`config.mk`:
```
export PLATFORM = sky130hd
export DESIGN_NAME = cnv3_ctrl
export DESIGN_NICKNAME = d
export VERILOG_FILES = /design/src/design/cnv3_pkg.sv /design/src/design/cnv3_ctrl.sv
export VERILOG_INCLUDE_DIRS = /design/src /design/src/design
export SDC_FILE = /design/constraint.sdc
export NUM_CORES = 1
export LEC_CHECK = 0
export BUFFER_PORTS_ARGS = -buffer_cell sky130_fd_sc_hd__buf_2
export CAP_MARGIN = 40
export CORE_AREA = 5 5 42 44
export CTS_CLUSTER_DIAMETER = 50
export DETAILED_ROUTE_END_ITERATION = 8
export DIE_AREA = 0 0 47 49
export PLACE_DENSITY = 0.57
export SYNTH_ARGS = -nofsm -noshare
export SYNTH_HDL_FRONTEND = slang
export SYNTH_SLANG_ARGS = --single-unit
```
`constraint.sdc`:
```
create_clock -name i_clk -period 2.4 [get_ports i_clk]
set_clock_uncertainty 0.05 [all_clocks]
set_input_delay 0.36 -clock i_clk [delete_from_list [all_inputs] [get_ports i_clk]]
set_output_delay 0.36 -clock i_clk [all_outputs]
set_load 0.01 [all_outputs]
```
`src/design/assert_macros.svh`:
```
// Assertion macros shared by the convolution RTL.
// Included by the controller and the datapath.
`ifndef ASSERT_MACROS_SVH
`define ASSERT_MACROS_SVH

// Property must hold at every clock edge outside reset.
`define ASSERT_CLK(label, clk, rst_n, prop, msg) \
    label: assert property (@(posedge clk) disable iff (!rst_n) (prop)) \
        else $error(msg);

// Expression must never be true outside reset.
`define ASSERT_NEVER(label, clk, rst_n, expr, msg) \
    label: assert property (@(posedge clk) disable iff (!rst_n) !(expr)) \
        else $error(msg);

`endif

```
`src/design/cnv3_pkg.sv`:
```
// Shared types and constants for the 3x3 convolution block.
// No dependencies; imported by the controller, the datapath and the top level.
`default_nettype none

package cnv3_pkg;

    localparam int SIZE_BITS       = 11;
    localparam int SIZE_MIN        = 3;
    localparam int SIZE_MAX        = 1024;
    localparam int CFG_INDEX_BITS  = 3;
    localparam int CFG_DATA_BITS   = 36;
    localparam int PIXEL_PORT_BITS = 16;
    localparam int TAP_BITS        = 4;
    localparam int TAP_COUNT       = 9;
    localparam int TAPS_BITS       = TAP_BITS * TAP_COUNT;
    localparam int SCALE_BITS      = 16;
    localparam int BIAS_BITS       = 20;
    localparam int BIAS9_BITS      = BIAS_BITS + 4;
    localparam int VALUE_BITS      = 40;

    // register indexes
    localparam logic [CFG_INDEX_BITS-1:0] CFG_FRAME_WIDTH  = 3'd0;
    localparam logic [CFG_INDEX_BITS-1:0] CFG_FRAME_HEIGHT = 3'd1;
    localparam logic [CFG_INDEX_BITS-1:0] CFG_KERNEL_TAPS  = 3'd2;
    localparam logic [CFG_INDEX_BITS-1:0] CFG_TAP_SCALE    = 3'd3;
    localparam logic [CFG_INDEX_BITS-1:0] CFG_TAP_BIAS     = 3'd4;

    // reset values
    localparam logic [SIZE_BITS-1:0]  RST_FRAME_WIDTH  = 11'd100;
    localparam logic [SIZE_BITS-1:0]  RST_FRAME_HEIGHT = 11'd100;
    localparam logic [TAPS_BITS-1:0]  RST_KERNEL_TAPS  = 36'd4042649840;
    localparam logic [SCALE_BITS-1:0] RST_TAP_SCALE    = 16'd262;
    localparam logic [BIAS_BITS-1:0]  RST_TAP_BIAS     = 20'd65536;

    // operation codes
    localparam logic OP_PIXEL = 1'b0;
    localparam logic OP_FLUSH = 1'b1;

    typedef struct packed {
        logic load;   // latch the accepted pixel
        logic shift;  // line store write, window shift, input advance
        logic sum;    // register the tap-weighted sum
        logic mul;    // register the scaled sum
        logic emit;   // load the output register, advance output position
    } t_cmd;

    typedef struct packed {
        logic in_full;   // whole frame received
        logic due;       // current pixel releases a result
        logic out_free;  // output register can take a result this cycle
    } t_sts;

endpackage

`default_nettype wire

```
`src/design/cnv3_ctrl.sv`:
```
// Controller of the 3x3 convolution: input handshake and per-item sequence.
// Uses cnv3_pkg; drives the datapath by command, reads its status.
`default_nettype none

module cnv3_ctrl (
    input  wire logic           i_clk,
    input  wire logic           i_rst_n,
    input  wire logic           i_in_valid,
    input  wire logic           i_operation,
    output      logic           o_in_stall,
    input  wire cnv3_pkg::t_sts i_sts,
    output      cnv3_pkg::t_cmd o_cmd
);

    import cnv3_pkg::*;

    `include "assert_macros.svh"

    typedef enum logic [4:0] {
        S_IDLE = 5'b00001,
        S_READ = 5'b00010,
        S_SUM  = 5'b00100,
        S_MUL  = 5'b01000,
        S_EMIT = 5'b10000
    } t_state;

    t_state r_state, n_state;
    logic   accept;

    assign accept = i_in_valid && (r_state == S_IDLE);

    always_comb begin
        n_state = r_state;
        case (r_state)
            S_IDLE: begin
                if (accept) begin
                    if (i_operation == OP_PIXEL && !i_sts.in_full) begin
                        n_state = S_READ;
                    end else if (i_sts.in_full) begin
                        // frame complete (a flush or a pixel past frame end): release one result
                        n_state = S_SUM;
                    end
                end
            end
            S_READ: begin
                n_state = i_sts.due ? S_SUM : S_IDLE;
            end
            S_SUM: begin
                n_state = S_MUL;
            end
            S_MUL: begin
                n_state = S_EMIT;
            end
            S_EMIT: begin
                if (i_sts.out_free) begin
                    n_state = S_IDLE;
                end
            end
            default: begin
                n_state = S_IDLE;
            end
        endcase
    end

    always_ff @(posedge i_clk) begin
        if (!i_rst_n) begin
            r_state <= S_IDLE;
        end else begin
            r_state <= n_state;
        end
    end

    assign o_in_stall  = (r_state != S_IDLE);
    assign o_cmd.load  = accept;
    assign o_cmd.shift = (r_state == S_READ);
    assign o_cmd.sum   = (r_state == S_SUM);
    assign o_cmd.mul   = (r_state == S_MUL);
    assign o_cmd.emit  = (r_state == S_EMIT) && i_sts.out_free;

    `ASSERT_CLK(a_emit_waits, i_clk, i_rst_n,
        (r_state == S_EMIT) && !i_sts.out_free |=> r_state == S_EMIT,
        "result dropped while output register busy")
    `ASSERT_NEVER(a_read_not_full, i_clk, i_rst_n,
        (r_state == S_READ) && i_sts.in_full, "line store access after frame complete")
    `ASSERT_CLK(a_state_onehot, i_clk, i_rst_n, $onehot(r_state), "state register not one-hot")

endmodule

`default_nettype wire

```
---- Yosys cells after proc, flatten, opt, wreduce, memory -nomap -nowiden ----
Cells that the tools add are included.
operators by class
  muxes and demuxes ....................... 6
  reductions and logical operators ........ 5
  eq/ne operators ......................... 9
  bitwise gates (word level) .............. 1
operators by type and width
  operator                                                         count
  5-bit one-hot mux with 5 select lines                            1
  5-bit 2-to-1 mux                                                 4
  5-bit by 1-bit == test with 1-bit output, second input constant  1
  5-bit by 2-bit == test with 1-bit output, second input constant  1
  5-bit by 3-bit == test with 1-bit output, second input constant  1
  5-bit by 4-bit == test with 1-bit output, second input constant  1
  5-bit == test, second input constant                             1
  5-bit by 1-bit != test with 1-bit output, second input constant  1
  2-bit != test, second input constant                             2
  1-bit logical AND                                                3
  3-bit 2-to-1 mux                                                 1
  3-bit by 2-bit != test with 1-bit output, second input constant  1
  3-bit AND reduction                                              1
  1-bit logical NOT                                                1
  1-bit inverter                                                   1
word-level totals
  logic and storage cells ................. 22
  output and inout port bits .............. 6
  bits in registers ....................... 5

---- Logic depth before layout (Yosys ltp) ----
  word-level depth ........................ 5
  depth in mapped cells ................... 5
  mapped depth without buffers ............ 4

---- Worst setup path before layout ----
No wires, ideal clock.
  path type ............................... reg-to-output
  start ................................... register r_state[4]
  end ..................................... output o_cmd[4] in the netlist's numbering
  stages on the path, launching flop included .. 6
  path slack .............................. 0.991 ns
  arrival time ............................ 0.999 ns
  data required time ...................... 1.990 ns
  path through ............................ dfxtp_1 buf_2 nor2_1 and3_1 and2_1 buf_4
on the way
  cells in the longest elaborated chain, start to end .. 2
ends and longest elaborated chain
  element                                   line             RTL
  from (decl)                               cnv3_ctrl.sv:27  t_state r_state, n_state;
  from (signal assigned)                    cnv3_ctrl.sv:69  r_state <= n_state;
  5-bit by 1-bit == test with 1-bit output  cnv3_ctrl.sv:30  assign accept = i_in_valid && (r_state == S_IDLE);
  1-bit logical AND                         cnv3_ctrl.sv:30
  to (decl)                                 cnv3_ctrl.sv:12  output cnv3_pkg::t_cmd o_cmd
Every way passes these cells.

==> key figures <==
Placed design
  • Gp weighted congestion: 0.7315
  • Instance area at placement: 400.4 um2
  • I/O Buffers: 12
  • Hpwl dp: 618 um

Setup path
  • CP top delay family: simple AND/OR/NAND/NOR gates
  • Worst path arrival time: 1400 ps
  • Worst R2R End: r_state[0]
  • Worst setup SP type: register
  • Crit end category: primary output
  • Max stage delay on crit path: 390 ps
  • Crit path cell chain: nor2b_1 > nor4b_1 > buf_2
  • R2R Path Start: r_state[1]
  • Crit-path max FO: 6
  • R2R Setup Slk: 970 ps
  • Critical path's slowest cell: dfxtp_1
  • Data required time of the worst path: 1990 ps
  • Critical path buffers and inverters: 1
  • Crit path kind: register to primary output
  • Register-to-Register Path Depth: 4

Synthesis
  • Synth area leaders: dfxtp_1 (30%), nor2_1 (6.8%), o21ai_0 (4.5%)
  • Synth Area per Inst: 8.118 um2
  • Yosys top cell area share: 30.08%
  • Cell Area, Synth: 332.8 um2
  • Syn Nets: 48
  • Syn. warnings: 0
  • Distinct cells, synth: 26
  • Synth area leader: dfxtp_1
  • Cells after synthesis: 41
  • Sequential area share after synthesis: 30.08%
  • Post-synthesis register bit count: 5

Final layout
  • Max reg flops: 5
  • Reg with most FFs: r_state
  • Commonest non-fill, non-tap cell in the layout: buf_2
  • Top Registers: r_state x5
  • Area added between synthesis and finish: 28.57%
  • NumNets Final: 63
  • Final instance area: 427.9 um2
  • Fraction of layout instances using a drive strength above 1: 36.36%
  • Commonest cells after routing, fill and taps aside: buf_2 (12), nor2_1 (6), dfxtp_1 (5)
  • Number of fill cells: 155
  • Ant. Diodes: 0

Power and ir drop
  • Pint: 195.6 uW
  • Cell Pwr Density: 674.5 nW/um2
  • Switching power share of the total: 32.23%
  • Power share of the clock group: 33.6%
  • Logic pwr share: 29.5%
  • Flop pwr share: 36.9%
  • Sw Pwr: 93.04 uW
  • Worst vdd ir: 0.3068 mV
  • Pleak: 0.2081 nW

Routing
  • Iteration-0 DRC Markers: 5
  • Uppermost layer routed: met4
  • Routed vias/inst: 4.887
  • DRC Markers: 0
  • Wl on met1: 333 um
  • Total length of routed met3 wires: 41 um
  • Routed wire per std cell: 10.69 um
  • DRT antenna net count: 0
  • Wire length on met2: 355 um
  • TritonRoute pass-1 iters: 4
  • Via count: 347
  • DRT Wirelength: 759 um

Timing
  • Slew of the pin with the lowest slew margin: 408.0 ps
  • Max-slew headroom: 72.41%
  • Max-slew violations: 0
  • Tcrit/Tclk final: 75.60%
  • Min Tclk post-route: 1814 ps
  • Fmax: 551.2 MHz
  • Final Setup Violations: 0
  • Final setup TNS: 0 ps
  • Fin. Hold Viols: 0
  • Final hold slack: 299.5 ps
  • RSZ-0062 raised after global routing: false

Floorplan
  • Starting Density: 23.75%
  • Die area: 2303 um2
  • Core Rows: 14
  • Core area: 1401 um2
  • DIE HEIGHT: 49 um
  • Overall die width: 47 um
  • IO Count: 13

Clock network
  • CTS Hold Buffers Added: 0
  • CTS tree: yes
  • Root buffer cell: clkbuf_4
  • Worst skew pair latency: 240 ps
  • Post-CTS Repair Setup Buffers: 0
  • Post-cts resize count: 0
  • Clk sinks: 5
  • Worst-case clock buffer depth: 2
  • Register clock-pin slew on the reported worst setup and hold paths: 50 ps
  • H-tree depth: 1
  • TritonCTS Buffers: 3

Global routing
  • Global-route wire length before repair: 1269 um
  • Vias in the first global route: 300
  • Initial antenna violation count: 0
  • GRT Util Overall: 7.887%
  • Gr ovfl total: 0
  • Pin count of the biggest net entering global routing: 10

Min path
  • Hold Path Cell Cnt: 2
  • Hold Path Class: input port to register
  • Min-Delay Endpoint: r_state[0]
  • Worst Min Path Start: i_rst_n

Run
  • Max cap viols: 0

Run status
  • Status: finished clean
power by group through the flow:
stage	sequential [mW]	clock [mW]	combinational [mW]
2_1_floorplan	0.104	0	0.0671
3_3_place_gp	0.107	0	0.0871
3_5_place_dp	0.108	0	0.0868
4_1_cts	0.106	0.102	0.0871
5_1_grt	0.109	0.114	0.0979
6_report	0.107	0.0970	0.0851
worst max path at each step:
stage | startpoint | endpoint | slack (ps) | cells after the start
global route | r_state[2] | o_cmd[2] | 440 | 3
global placement | r_state[2] | o_cmd[2] | 880 | 3
detailed placement | r_state[2] | o_cmd[2] | 860 | 3
finish | r_state[2] | o_cmd[2] | 590 | 3
floorplan | r_state[4] | o_cmd[4] | 990 | 5
CTS | r_state[2] | o_cmd[2] | 580 | 3
final cells by class:
class                      instances  area [um2]  area share [%]
tap                               16       20.02           4.678
clock inverter                     1       5.005           1.170
timing repair buffer              12       60.06           14.04
inverter                           3       11.26           2.632
clock buffer                       3       22.52           5.263
sequential                         5       100.1           23.39
multi-input combinational         31       209.0           48.83
synthesized netlist by cell type, drive strengths merged:
cell    number
a221oi       2
and2         2
and3         2
and3b        1
and4         1
buf          2
dfxtp        5
inv          3
nand2        1
nand2b       1
nor2         6
nor2b        1
nor3b        1
nor4         2
nor4b        1
o211a        1
o21ai        5
o311ai       1
or2          1
or3          1
or4b         1
cells by family after synthesis:
| kind of cell | Yosys count | share of synthesized area [%] |
|---|---|---|
| compound gates | 9 | 20.30 |
| simple gates | 22 | 42.49 |
| flops | 5 | 30.08 |
| buf+inv | 5 | 7.142 |
per-stage QoR:
| step | setup WS [ps] | std cells | power, mW | utilization [%] |
|---|---|---|---|---|
| after floorplan | 991.2 | 41 | 0.1710 | - |
| after global placement | 884.8 | 67 | 0.1941 | 28.57 |
| after detailed placement | 861.2 | 67 | 0.1946 | 28.57 |
| after CTS | 584.4 | 71 | 0.2951 | 30.54 |
| after global routing | 438.7 | 71 | 0.3200 | 30.54 |
| final | 585.7 | 71 | 0.2886 | 30.54 |
metal layers:
metal	global-route usage (%)	up-vias
met4	6.912	0
met2	10.18	9
met1	9.231	157
met3	3.690	5
met5	0	-
li1	-	176
No activity file was read; power rests on OpenSTA's default activity.
